$ cat src/sv/dfse_pkg.sv
// ----------------------------------------------------------------------------
// dfse_pkg
// shared types and constants of the depth-first search engine
// ----------------------------------------------------------------------------
package dfse_pkg;

    localparam int OP_W             = 2;
    localparam int VTX_W            = 4;
    localparam int DEF_MAX_VERTICES = 16;
    localparam int DEF_MAX_EDGES    = 64;

    typedef enum logic [OP_W-1:0] {
        OP_ADD_EDGE = 2'd0,
        OP_CLEAR    = 2'd1,
        OP_RUN      = 2'd2
    } op_t;

    typedef enum logic {
        RK_VISIT  = 1'b0,
        RK_REJECT = 1'b1
    } result_kind_t;

    typedef enum logic [3:0] {
        ST_IDLE,
        ST_ADD_LIST,
        ST_ADD_LINK,
        ST_RUN_FIRST,
        ST_STEP,
        ST_ARC_WAIT,
        ST_POP_WAIT,
        ST_EMIT,
        ST_DESCEND,
        ST_FLUSH
    } state_t;

endpackage

$ cat src/sv/depth_first_search_engine.sv
// ----------------------------------------------------------------------------
// depth_first_search_engine
// directed graph held as per-vertex arc lists, walked depth-first on request
// ----------------------------------------------------------------------------
// usage
//   input channel (in_valid / in_stall): one request per accepted handshake.
//     add edge appends edge_target to the list of edge_source; clear empties
//     all lists; run walks depth-first from start_vertex.
//   output channel (out_valid / out_stall): one result register. a run gives
//     one visit result per newly reached vertex in preorder, last_of_run set
//     on the final one; a full arc table gives one reject result.
// busy states
//   add edge: busy in ST_ADD_LIST, then ST_ADD_LINK if the source list has
//   arcs; a reject result is loaded as the request is taken. clear: never
//   leaves idle. run: ST_RUN_FIRST, then one read of the arc memory per arc
//   examined, and per vertex reached a list-memory read plus a stack pop later.
//   one request is worked on at a time; in_stall is high while busy.
// reset
//   asynchronous, active low: all lists empty, arc count zero, no result.
// stall
//   a stalled result holds; a run pauses before each new result until the
//   result register is free, so nothing is lost or dropped.
// ----------------------------------------------------------------------------
module depth_first_search_engine
    import dfse_pkg::*;
#(
    parameter int MAX_VERTICES = DEF_MAX_VERTICES,
    parameter int MAX_EDGES    = DEF_MAX_EDGES
)
(
    input  logic             clk,
    input  logic             rst_n,
    // request channel
    input  logic             in_valid,
    output logic             in_stall,
    input  logic [OP_W-1:0]  operation,
    input  logic [VTX_W-1:0] edge_source,
    input  logic [VTX_W-1:0] edge_target,
    input  logic [VTX_W-1:0] start_vertex,
    // result channel
    output logic             out_valid,
    input  logic             out_stall,
    output logic             result_kind,
    output logic [VTX_W-1:0] visited_vertex,
    output logic             last_of_run
);

    // vertex index, arc pointer (null = MAX_EDGES), arc index, stack level
    localparam int VW = $clog2(MAX_VERTICES);
    localparam int AW = $clog2(MAX_EDGES + 1);
    localparam int IW = (MAX_EDGES > 1) ? $clog2(MAX_EDGES) : 1;
    localparam int LW = $clog2(MAX_VERTICES + 1);
    localparam logic [AW-1:0] ARC_NULL = AW'(MAX_EDGES);

    // memories
    logic [VTX_W-1:0] dest_mem  [MAX_EDGES];
    logic [AW-1:0]    succ_mem  [MAX_EDGES];
    logic [AW-1:0]    first_mem [MAX_VERTICES];
    logic [AW-1:0]    final_mem [MAX_VERTICES];
    logic [AW-1:0]    stack_mem [MAX_VERTICES];

    // control state
    state_t                  state_reg, state_next;
    logic [LW-1:0]           level_reg, level_next;
    logic [AW-1:0]           arc_count_reg, arc_count_next;
    logic [MAX_VERTICES-1:0] list_vld_reg, list_vld_next;
    logic [MAX_VERTICES-1:0] visited_reg, visited_next;
    logic                    out_valid_reg, out_valid_next;

    // datapath registers
    logic [AW-1:0]    top_reg, top_next;
    logic [VTX_W-1:0] vtx_reg, vtx_next;
    logic [VTX_W-1:0] pend_reg, pend_next;
    logic [VTX_W-1:0] src_reg, src_next;
    logic [AW-1:0]    link_reg, link_next;
    logic [AW-1:0]    new_arc_reg, new_arc_next;
    logic             kind_reg;
    logic [VTX_W-1:0] vout_reg;
    logic             last_reg;

    // memory read data
    logic [VTX_W-1:0] dest_rd_reg;
    logic [AW-1:0]    succ_rd_reg;
    logic [AW-1:0]    first_rd_reg;
    logic [AW-1:0]    final_rd_reg;
    logic             list_hit_reg;
    logic [AW-1:0]    stack_rd_reg;

    // memory control
    logic             list_we, arc_re, stack_re, stack_we, dest_we, succ_we;
    logic [VW-1:0]    list_ra, list_wa, stack_wa, stack_ra;
    logic [AW-1:0]    first_wd, final_wd, succ_wd;
    logic [IW-1:0]    succ_wa;

    // result load
    logic             out_load;
    logic             out_kind_d;
    logic [VTX_W-1:0] out_vtx_d;
    logic             out_last_d;

    logic             in_take, out_free;
    logic             src_ok, dst_ok, start_ok, dest_ok;
    logic [VW-1:0]    dest_idx;

    assign out_free = !out_valid_reg || !out_stall;
    assign src_ok   = 32'(edge_source)  < 32'(MAX_VERTICES);
    assign dst_ok   = 32'(edge_target)  < 32'(MAX_VERTICES);
    assign start_ok = 32'(start_vertex) < 32'(MAX_VERTICES);
    assign dest_ok  = 32'(dest_rd_reg)  < 32'(MAX_VERTICES);
    assign dest_idx = VW'(dest_rd_reg);

    // one request at a time; a reject needs the result register free
    assign in_stall = (state_reg != ST_IDLE) || (out_valid_reg && out_stall);
    assign in_take  = in_valid && !in_stall;

    always_comb
    begin
        state_next     = state_reg;
        level_next     = level_reg;
        arc_count_next = arc_count_reg;
        list_vld_next  = list_vld_reg;
        visited_next   = visited_reg;
        out_valid_next = out_valid_reg && out_stall;
        top_next       = top_reg;
        vtx_next       = vtx_reg;
        pend_next      = pend_reg;
        src_next       = src_reg;
        link_next      = link_reg;
        new_arc_next   = new_arc_reg;

        out_load   = 1'b0;
        out_kind_d = RK_VISIT;
        out_vtx_d  = pend_reg;
        out_last_d = 1'b0;

        list_ra  = VW'(edge_source);
        list_we  = 1'b0;
        list_wa  = VW'(src_reg);
        first_wd = arc_count_reg;
        final_wd = arc_count_reg;
        dest_we  = 1'b0;
        succ_we  = 1'b0;
        succ_wa  = arc_count_reg[IW-1:0];
        succ_wd  = ARC_NULL;
        arc_re   = 1'b0;
        stack_re = 1'b0;
        stack_we = 1'b0;
        stack_wa = VW'(level_reg - LW'(1));
        stack_ra = VW'(level_reg - LW'(2));

        case (state_reg)
            ST_IDLE:
            begin
                if (operation == OP_RUN)
                begin
                    list_ra = VW'(start_vertex);
                end
                if (in_take)
                begin
                    case (operation)
                        OP_ADD_EDGE:
                        begin
                            if (src_ok && dst_ok)
                            begin
                                if (arc_count_reg >= ARC_NULL)
                                begin
                                    // table full: drop edge, report it
                                    out_load       = 1'b1;
                                    out_valid_next = 1'b1;
                                    out_kind_d     = RK_REJECT;
                                    out_vtx_d      = '0;
                                    out_last_d     = 1'b1;
                                end
                                else
                                begin
                                    dest_we    = 1'b1;
                                    src_next   = edge_source;
                                    state_next = ST_ADD_LIST;
                                end
                            end
                        end
                        OP_CLEAR:
                        begin
                            list_vld_next  = '0;
                            arc_count_next = '0;
                        end
                        OP_RUN:
                        begin
                            visited_next = '0;
                            level_next   = '0;
                            if (start_ok)
                            begin
                                visited_next[VW'(start_vertex)] = 1'b1;
                                pend_next  = start_vertex;
                                state_next = ST_RUN_FIRST;
                            end
                        end
                        default:
                        begin
                        end
                    endcase
                end
            end
            ST_ADD_LIST:
            begin
                // append new arc at the tail of the source list
                list_we               = 1'b1;
                list_vld_next[list_wa] = 1'b1;
                succ_we               = 1'b1;
                new_arc_next          = arc_count_reg;
                arc_count_next        = arc_count_reg + AW'(1);
                if (list_hit_reg)
                begin
                    first_wd   = first_rd_reg;
                    link_next  = final_rd_reg;
                    state_next = ST_ADD_LINK;
                end
                else
                begin
                    state_next = ST_IDLE;
                end
            end
            ST_ADD_LINK:
            begin
                succ_we    = 1'b1;
                succ_wa    = link_reg[IW-1:0];
                succ_wd    = new_arc_reg;
                state_next = ST_IDLE;
            end
            ST_RUN_FIRST:
            begin
                top_next   = list_hit_reg ? first_rd_reg : ARC_NULL;
                level_next = LW'(1);
                state_next = ST_STEP;
            end
            ST_STEP:
            begin
                if (top_reg == ARC_NULL)
                begin
                    if (level_reg == LW'(1))
                    begin
                        state_next = ST_FLUSH;
                    end
                    else
                    begin
                        stack_re   = 1'b1;
                        state_next = ST_POP_WAIT;
                    end
                end
                else
                begin
                    arc_re     = 1'b1;
                    state_next = ST_ARC_WAIT;
                end
            end
            ST_ARC_WAIT:
            begin
                top_next = succ_rd_reg;
                if (dest_ok && !visited_reg[dest_idx] &&
                    (level_reg < LW'(MAX_VERTICES)))
                begin
                    vtx_next   = dest_rd_reg;
                    state_next = ST_EMIT;
                end
                else
                begin
                    state_next = ST_STEP;
                end
            end
            ST_POP_WAIT:
            begin
                top_next   = stack_rd_reg;
                level_next = level_reg - LW'(1);
                state_next = ST_STEP;
            end
            ST_EMIT:
            begin
                if (out_free)
                begin
                    out_load       = 1'b1;
                    out_valid_next = 1'b1;
                    pend_next      = vtx_reg;
                    visited_next[VW'(vtx_reg)] = 1'b1;
                    stack_we       = 1'b1;
                    list_ra        = VW'(vtx_reg);
                    state_next     = ST_DESCEND;
                end
            end
            ST_DESCEND:
            begin
                top_next   = list_hit_reg ? first_rd_reg : ARC_NULL;
                level_next = level_reg + LW'(1);
                state_next = ST_STEP;
            end
            ST_FLUSH:
            begin
                if (out_free)
                begin
                    out_load       = 1'b1;
                    out_valid_next = 1'b1;
                    out_last_d     = 1'b1;
                    state_next     = ST_IDLE;
                end
            end
            default:
            begin
                state_next = ST_IDLE;
            end
        endcase
    end

    always_ff @(posedge clk or negedge rst_n)
    begin
        if (!rst_n)
        begin
            state_reg     <= ST_IDLE;
            level_reg     <= '0;
            arc_count_reg <= '0;
            list_vld_reg  <= '0;
            visited_reg   <= '0;
            out_valid_reg <= 1'b0;
        end
        else
        begin
            state_reg     <= state_next;
            level_reg     <= level_next;
            arc_count_reg <= arc_count_next;
            list_vld_reg  <= list_vld_next;
            visited_reg   <= visited_next;
            out_valid_reg <= out_valid_next;
        end
    end

    always_ff @(posedge clk)
    begin
        top_reg     <= top_next;
        vtx_reg     <= vtx_next;
        pend_reg    <= pend_next;
        src_reg     <= src_next;
        link_reg    <= link_next;
        new_arc_reg <= new_arc_next;
        if (out_load)
        begin
            kind_reg <= out_kind_d;
            vout_reg <= out_vtx_d;
            last_reg <= out_last_d;
        end
    end

    // arc memory: destination and successor pointer
    always_ff @(posedge clk)
    begin
        if (dest_we)
        begin
            dest_mem[arc_count_reg[IW-1:0]] <= edge_target;
        end
        if (succ_we)
        begin
            succ_mem[succ_wa] <= succ_wd;
        end
        if (arc_re)
        begin
            dest_rd_reg <= dest_mem[top_reg[IW-1:0]];
            succ_rd_reg <= succ_mem[top_reg[IW-1:0]];
        end
    end

    // list memory: head and tail arc per vertex, valid bits in flops
    always_ff @(posedge clk)
    begin
        if (list_we)
        begin
            first_mem[list_wa] <= first_wd;
            final_mem[list_wa] <= final_wd;
        end
        first_rd_reg <= first_mem[list_ra];
        final_rd_reg <= final_mem[list_ra];
        list_hit_reg <= list_vld_reg[list_ra];
    end

    // walk stack: entries below the top, top lives in top_reg
    always_ff @(posedge clk)
    begin
        if (stack_we)
        begin
            stack_mem[stack_wa] <= top_reg;
        end
        if (stack_re)
        begin
            stack_rd_reg <= stack_mem[stack_ra];
        end
    end

    assign out_valid      = out_valid_reg;
    assign result_kind    = kind_reg;
    assign visited_vertex = vout_reg;
    assign last_of_run    = last_reg;

endmodule

$ cat config.mk
export PLATFORM = sky130hd
export DESIGN_NAME = depth_first_search_engine
export DESIGN_NICKNAME = d
export VERILOG_FILES = /design/src/sv/dfse_pkg.sv /design/src/sv/depth_first_search_engine.sv
export SDC_FILE = /design/constraint.sdc
export NUM_CORES = 1
export LEC_CHECK = 0
export ABC_CLOCK_PERIOD_IN_PS = 4580
export BUFFER_PORTS_ARGS = -buffer_cell sky130_fd_sc_hd__buf_2
export CAP_MARGIN = 20
export CORE_UTILIZATION = 60
export CTS_BUF_LIST = sky130_fd_sc_hd__clkbuf_8
export DETAILED_ROUTE_END_ITERATION = 12
export PLACE_DENSITY_LB_ADDON = 0.15
export SLEW_MARGIN = 40
export SYNTH_ARGS = -nofsm -noshare
export SYNTH_HDL_FRONTEND = slang
export SYNTH_SLANG_ARGS = --single-unit
$ cat constraint.sdc
create_clock -name clk -period 4.58 [get_ports clk]
set_input_delay 0.229 -clock clk [delete_from_list [all_inputs] [get_ports clk]]
set_output_delay 0.229 -clock clk [all_outputs]
set_load 0.005 [all_outputs]
Word level (Yosys, flattened, before mapping)
Memories as Yosys holds them, arrays and structs flattened. A register that Yosys moved wholly into a read port is not among the register bits.
Index checks and enable logic that the tools add are counted.
{ "word_totals": {"reg_bits": 88, "latchBits": 0, "ramBits": 1040, "romBits": 0, "input_bits": 18, "out_inout_bits": 8, "elab_cells": 169, "memories": 5} }
{ "classes": {"add_sub_neg": 4, "multipliers": 0, "div_mod_pow": 0, "magnitude_cmp": 10, "eq_ne": 20, "n_shift": 0, "muxes": 81, "bitwise_logic": 3, "n_reduce_logical": 30} }
{ "mem_list": {"columns": ["name", "depth", "word_bits", "read_ports", "rd_ports_with_merged_regs", "wr", "line_no", "rtl"], "rows": [
  ["succ_mem", 64, 7, 1, 1, 1, "depth_first_search_engine.sv:57", "logic [AW-1:0] succ_mem [MAX_EDGES];"],
  ["dest_mem", 64, 4, 1, 1, 1, "depth_first_search_engine.sv:56", "logic [VTX_W-1:0] dest_mem [MAX_EDGES];"],
  ["final_mem", 16, 7, 1, 1, 1, "depth_first_search_engine.sv:59", "logic [AW-1:0] final_mem [MAX_VERTICES];"],
  ["first_mem", 16, 7, 1, 1, 1, "depth_first_search_engine.sv:58", "logic [AW-1:0] first_mem [MAX_VERTICES];"],
  ["stack_mem", 16, 7, 1, 1, 1, "depth_first_search_engine.sv:60", "logic [AW-1:0] stack_mem [MAX_VERTICES];"]
]} }
{ "op_table": {"columns": ["operator", "n"], "rows": [
  ["$mux W16", 5],
  ["$pmux W16 S2", 2],
  ["$mux W4", 15],
  ["$mux W7", 6],
  ["$mux W1", 33],
  ["$or A16 B16 Y16", 2],
  ["$pmux W4 S7", 1],
  ["$lt A4 B5 Y1 const B", 5],
  ["$pmux W4 S2", 3],
  ["$pmux W7 S3", 1],
  ["$pmux W5 S4", 1],
  ["$eq A4 B3 Y1 const B", 4],
  ["$pmux W7 S2", 1],
  ["$demux W1 S4", 3],
  ["$ge A4 B1 Y1 const B", 3],
  ["$mux W5", 2],
  ["$bmux W1 S4", 2],
  ["$eq A4 B2 Y1 const B", 2],
  ["$eq A4 B4 Y1 const B", 2],
  ["$ne A2 B2 Y1 const B", 4],
  ["$reduce_and A4 Y1", 2],
  ["$reduce_bool A4 Y1", 2],
  ["$add A7 B1 Y7 const B", 1],
  ["$eq A7 B7 Y1 const B", 1],
  ["other kinds (28)", 45]
]} }

Logic depth before layout (Yosys ltp)
{ "logic_depth": {"depth_word": 8, "ltp_mapped": 11, "depth_no_buf": 9} }

Least setup slack after synthesis
OpenSTA, ideal clock, no wires.
{ "synth_timing": {"path_type": "reg2reg", "start": "register state_reg[3]", "end": "memory final_mem[4][0] (netlist name), enable pin", "setup_ns": 0.402, "arrival_ns": 2.860, "required_ns": 4.178, "setup_slack_ns": 1.318, "stages_incl_launch_ff": 8, "path_buffers": 3, "period_less_slack_ns": 3.262, "cell_sequence": "dfrtp_1 > buf_2 > or3_1 > clkbuf_1 > inv_1 > clkbuf_1 > nand3b_1 > nor3_1"} }
{ "synth_between": {"elab_chain_cells": 4} }
{ "synth_rtl": {"columns": ["item", "line_no", "rtl"], "rows": [
  ["start: declaration", "depth_first_search_engine.sv:63", "state_t state_reg, state_next;"],
  ["start signal: assignment", "depth_first_search_engine.sv:325", "state_reg <= state_next;"],
  ["$eq A4 B1 Y1", "depth_first_search_engine.sv:151", "case (state_reg)"],
  ["$mux W1", "depth_first_search_engine.sv:151", null],
  ["$mux W1", "depth_first_search_engine.sv:371", "if (list_we)"],
  ["$mux W1 (implied by the code)", "depth_first_search_engine.sv:374", "final_mem[list_wa] <= final_wd;"],
  ["end: declaration", "depth_first_search_engine.sv:59", null]
]} }
No other way between the ends.

Final worst setup path
{ "layout_timing": {"start": "register state_reg[0]", "end": "memory dest_mem[34][3], enable pin"} }
{ "layout_between": {"elab_chain_cells": 8, "elab_cells_between_ends": 9, "cone_classes": "4 x mux; 5 x reduce/logical"} }
{ "layout_rtl": {"columns": ["item", "line_no", "rtl"], "rows": [
  ["$reduce_bool A4 Y1", "depth_first_search_engine.sv:113", "assign in_stall = (state_reg != ST_IDLE) || (out_valid_reg && out_stall);"],
  ["$logic_or A1 B1 Y1", "depth_first_search_engine.sv:113", null],
  ["$logic_not A1 Y1", "depth_first_search_engine.sv:114", "assign in_take = in_valid && !in_stall;"],
  ["$logic_and A1 B1 Y1", "depth_first_search_engine.sv:114", null],
  ["$mux W1", "depth_first_search_engine.sv:158", "if (in_take)"],
  ["$mux W1 *", "depth_first_search_engine.sv:151", null],
  ["$mux W1 *", "depth_first_search_engine.sv:353", "if (dest_we)"],
  ["$mux W1 (implied by the code) *", "depth_first_search_engine.sv:355", "dest_mem[arc_count_reg[IW-1:0]] <= edge_target;"],
  ["end: declaration", "depth_first_search_engine.sv:56", null]
]} }
Every way passes the cells marked *; elsewhere a longest branch is shown, timed or not.

==> results.sh <==
export IMPL_max_stage_delay_ns=0.59
export IMPL_layout_commonest_cell="edfxtp_1"
export IMPL_cts_resized=0
export IMPL_htreeDepth=4
export IMPL_synth_warnings=0
export IMPL_routed_wl_um=99500
export IMPL_timing_max_cap_violations=0
export IMPL_antenna_found_initial=2
export IMPL_critical_path_cell_chain="nor2_1, nand2_1, nor3_1, dlygate4sd3_1, nor3b_4, nor2b_1, nand3b_1, nor2_1"
export IMPL_swShare_pct=20.9
export IMPL_wl_per_cell_um=27.0
export IMPL_grt_pass1_vias=24100
export IMPL_critPathKind="reg -> reg"
export IMPL_syn_nets=2458
export IMPL_synth_cell_types=63
export IMPL_irDropWorstVdd_uv=231
export IMPL_fin_crit_sh_pct=85.8
export IMPL_areaGrowthSynthToFinish_pct=10.8
export IMPL_row_count=100
export IMPL_dieArea_um2=76800
export IMPL_globalRouteOverflowTotal=0
export IMPL_route_detailed_drc=0
export IMPL_syn_area_um2=45400
export IMPL_timing_hold_ws_ns=0.0599
export IMPL_largest_register="succ_mem"
export IMPL_startpoint_type="flip-flop"
export IMPL_p_leak_nw=16.8
export IMPL_switchingPower_mw=4.09
export IMPL_async_flop_share_pct=4.29
export IMPL_fin_skew_ns=0.0341
export IMPL_internal_power_mw=15.5
export IMPL_seqPwrFrac_pct=57.9
export IMPL_ant_nets=0
export IMPL_worstHoldPathType="in -> async"
export IMPL_vias_per_cell=6.38
export IMPL_pre_cts_slack_ns=0.779
export IMPL_grt_max_degree=113
export IMPL_fin_tns_setup_ns=0
export IMPL_hold_viol_final=0
export IMPL_crit_path_frequent_cell="nor2_1"
export IMPL_cpMaxStageDelayCell="dlygate4sd3_1"
export IMPL_slew_headroom_pct=44.6
export IMPL_synth_cells=2430
export IMPL_die_y_um=277
export IMPL_synth_area_leaders="edfxtp_1 71%, mux4_2 13%, dfrtp_1 2.7%"
export IMPL_place_gp_congestion=0.918
export IMPL_ios=26
export IMPL_worstPathArrival_ns=4.41
export IMPL_clk_pin_slew_worst_paths_ns=0.06
export IMPL_drive_gt1_share_pct=22.8
export IMPL_synth_edf_count=1080
export IMPL_ys_ff_latch=1143
export IMPL_rsz0062_at_grt="no"
export IMPL_firstDrtPassIters=5
export IMPL_setup_viol=0
export IMPL_combPwrFrac_pct=1.1
export IMPL_layout_min_cycle_time_ns=3.93
export IMPL_cts_root_buf="clkbuf_8"
export IMPL_synth_top_area_cell="edfxtp_1"
export IMPL_slew_viol_final=0
export IMPL_core_area_um2=74700
export IMPL_cts_buffer_depth=3
export IMPL_final_nets=2594
export IMPL_yosysSeqAreaShare_pct=74.8
export IMPL_cts_tree="built"
export IMPL_status="finished, final reports clean"
export IMPL_drt_iter0_markers=2616
export IMPL_stdcell_count=3683
export IMPL_clk_latency_ns=0.83
export IMPL_layout_setup_ws_ns=0.652
export IMPL_crit_fanout=17
export IMPL_synth_ff_type="edfxtp_1"
export IMPL_dpl_hpwl_um=59800
export IMPL_port_buffers=25
export IMPL_final_cell_mix="1080 x edfxtp_1, 271 x mux4_2, 209 x nand2_1"
export IMPL_synth_top_area_share_pct=71.4
export IMPL_start_util_pct=60.8
export IMPL_cts_buffers_inserted=174
export IMPL_via_count=23500
export IMPL_end_kind="flip-flop"
export IMPL_grt_usage_pct=26.9
export IMPL_largest_register_ffs=448
export IMPL_synth_area_per_cell_um2=18.7
export IMPL_p_clk_share_pct=41.0
export IMPL_grt_first_pass_wirelength_um=153000
export IMPL_cp_required_ns=5.06
export IMPL_clock_sinks=1143
export IMPL_p_per_area_nw_per_um2=389
export IMPL_placed_cells=3340
export IMPL_max_clock_freq_mhz=255
export IMPL_dieWidth_um=277
export IMPL_tightest_slew_ns=0.828
final cells by class:
class | instances | area, um2
Antenna cell | 3 | 7.51
Clock buffer | 185 | 2550
Clock inverter | 136 | 787
Fill cell | 4862 | 24400
Inverter | 16 | 60.1
Multi-Input combinational cell | 1129 | 10900
Sequential cell | 1143 | 33900
Tap cell | 969 | 1210
Timing Repair Buffer | 102 | 876
synth_stat cells, types with 5 or more instances:
cell type	instances
edfxtp_1	1080
mux4_2	271
nand2_1	209
nor2_1	201
a21oi_1	99
clkbuf_1	69
dfrtp_1	49
a21o_1	45
buf_2	39
nand3_1	38
o21ai_0	27
buf_1	24
a31oi_1	21
nand2b_1	18
and2_1	17
inv_1	16
mux2i_1	16
a221oi_1	15
nor3_1	15
a311o_1	14
dfxtp_1	14
o311ai_1	14
o22a_1	12
nor2b_1	11
ha_1	10
nand3b_1	8
buf_4	7
mux2_2	7
a222oi_1	6
or3_1	5
power groups by stage:
stage / combinational, mW / sequential, mW / clock (mW)
floorplan: 0.115 / 11.5 / 0
global placement: 0.209 / 11.5 / 0
detailed placement: 0.214 / 11.5 / 0
CTS: 0.226 / 11.3 / 8.15
global route: 0.247 / 11.3 / 8.61
finish: 0.225 / 11.3 / 8.03
kinds of logic after synthesis:
| kind of cell | share of synthesized area [%] |
|---|---|
| buffers and inverters | 1.52 |
| muxes | 14.0 |
| and+or+nand+nor | 5.21 |
| xor gates and xnor gates | 0.116 |
| DFF | 74.8 |
| adders and majority gates | 0.276 |
| AOI/OAI and AO/OA | 4.15 |
worst paths after layout:
kind	from	endpoint	slack, ns	cells after the start
min in group clk	operation[1]	arc_count_reg[5]	0.09	4
max reg2reg	state_reg[0]	dest_mem[34][3]	0.65	8
min	rst_n	list_vld_reg[1]	0.06	3
min reg2reg	final_rd_reg[4]	link_reg[4]	0.41	0
max	state_reg[0]	dest_mem[34][3]	0.65	8
max in group asynchronous	rst_n	level_reg[0]	3.99	3
through the flow:
step | utilization (%) | instance area, um2 | power, mW
floorplan | - | 45400 | 11.7
global placement | 62.5 | 46700 | 11.8
detailed placement | 62.6 | 46800 | 11.8
CTS | 67.3 | 50300 | 19.7
global route | 67.3 | 50300 | 20.2
finish | 67.3 | 50300 | 19.6
layer usage:
| metal | GRT usage (%) | routed length, um | part of all wire, % |
|---|---|---|---|
| met3 | 5.48 | 7420 | 7.4 |
| met5 | 0 | 0 | 0 |
| met4 | 7.66 | 2230 | 2.2 |
| met1 | 38.7 | 41500 | 42 |
| met2 | 42.3 | 48400 | 49 |
worst max-delay path, delay by kind of cell (launching register included):
family        cells  cell delay, ns
flops             1            0.58
buf+inv           1            0.59
simple gates      7            2.40
timing repair:
| action | 4_1_cts | 5_1_grt |
|---|---|---|
| endpoints found under the hold margin | 215 | 0 |
| hold buffers | 19 | 0 |
| setup buffers | 0 | 0 |
Power figures use the tool's default switching activity.
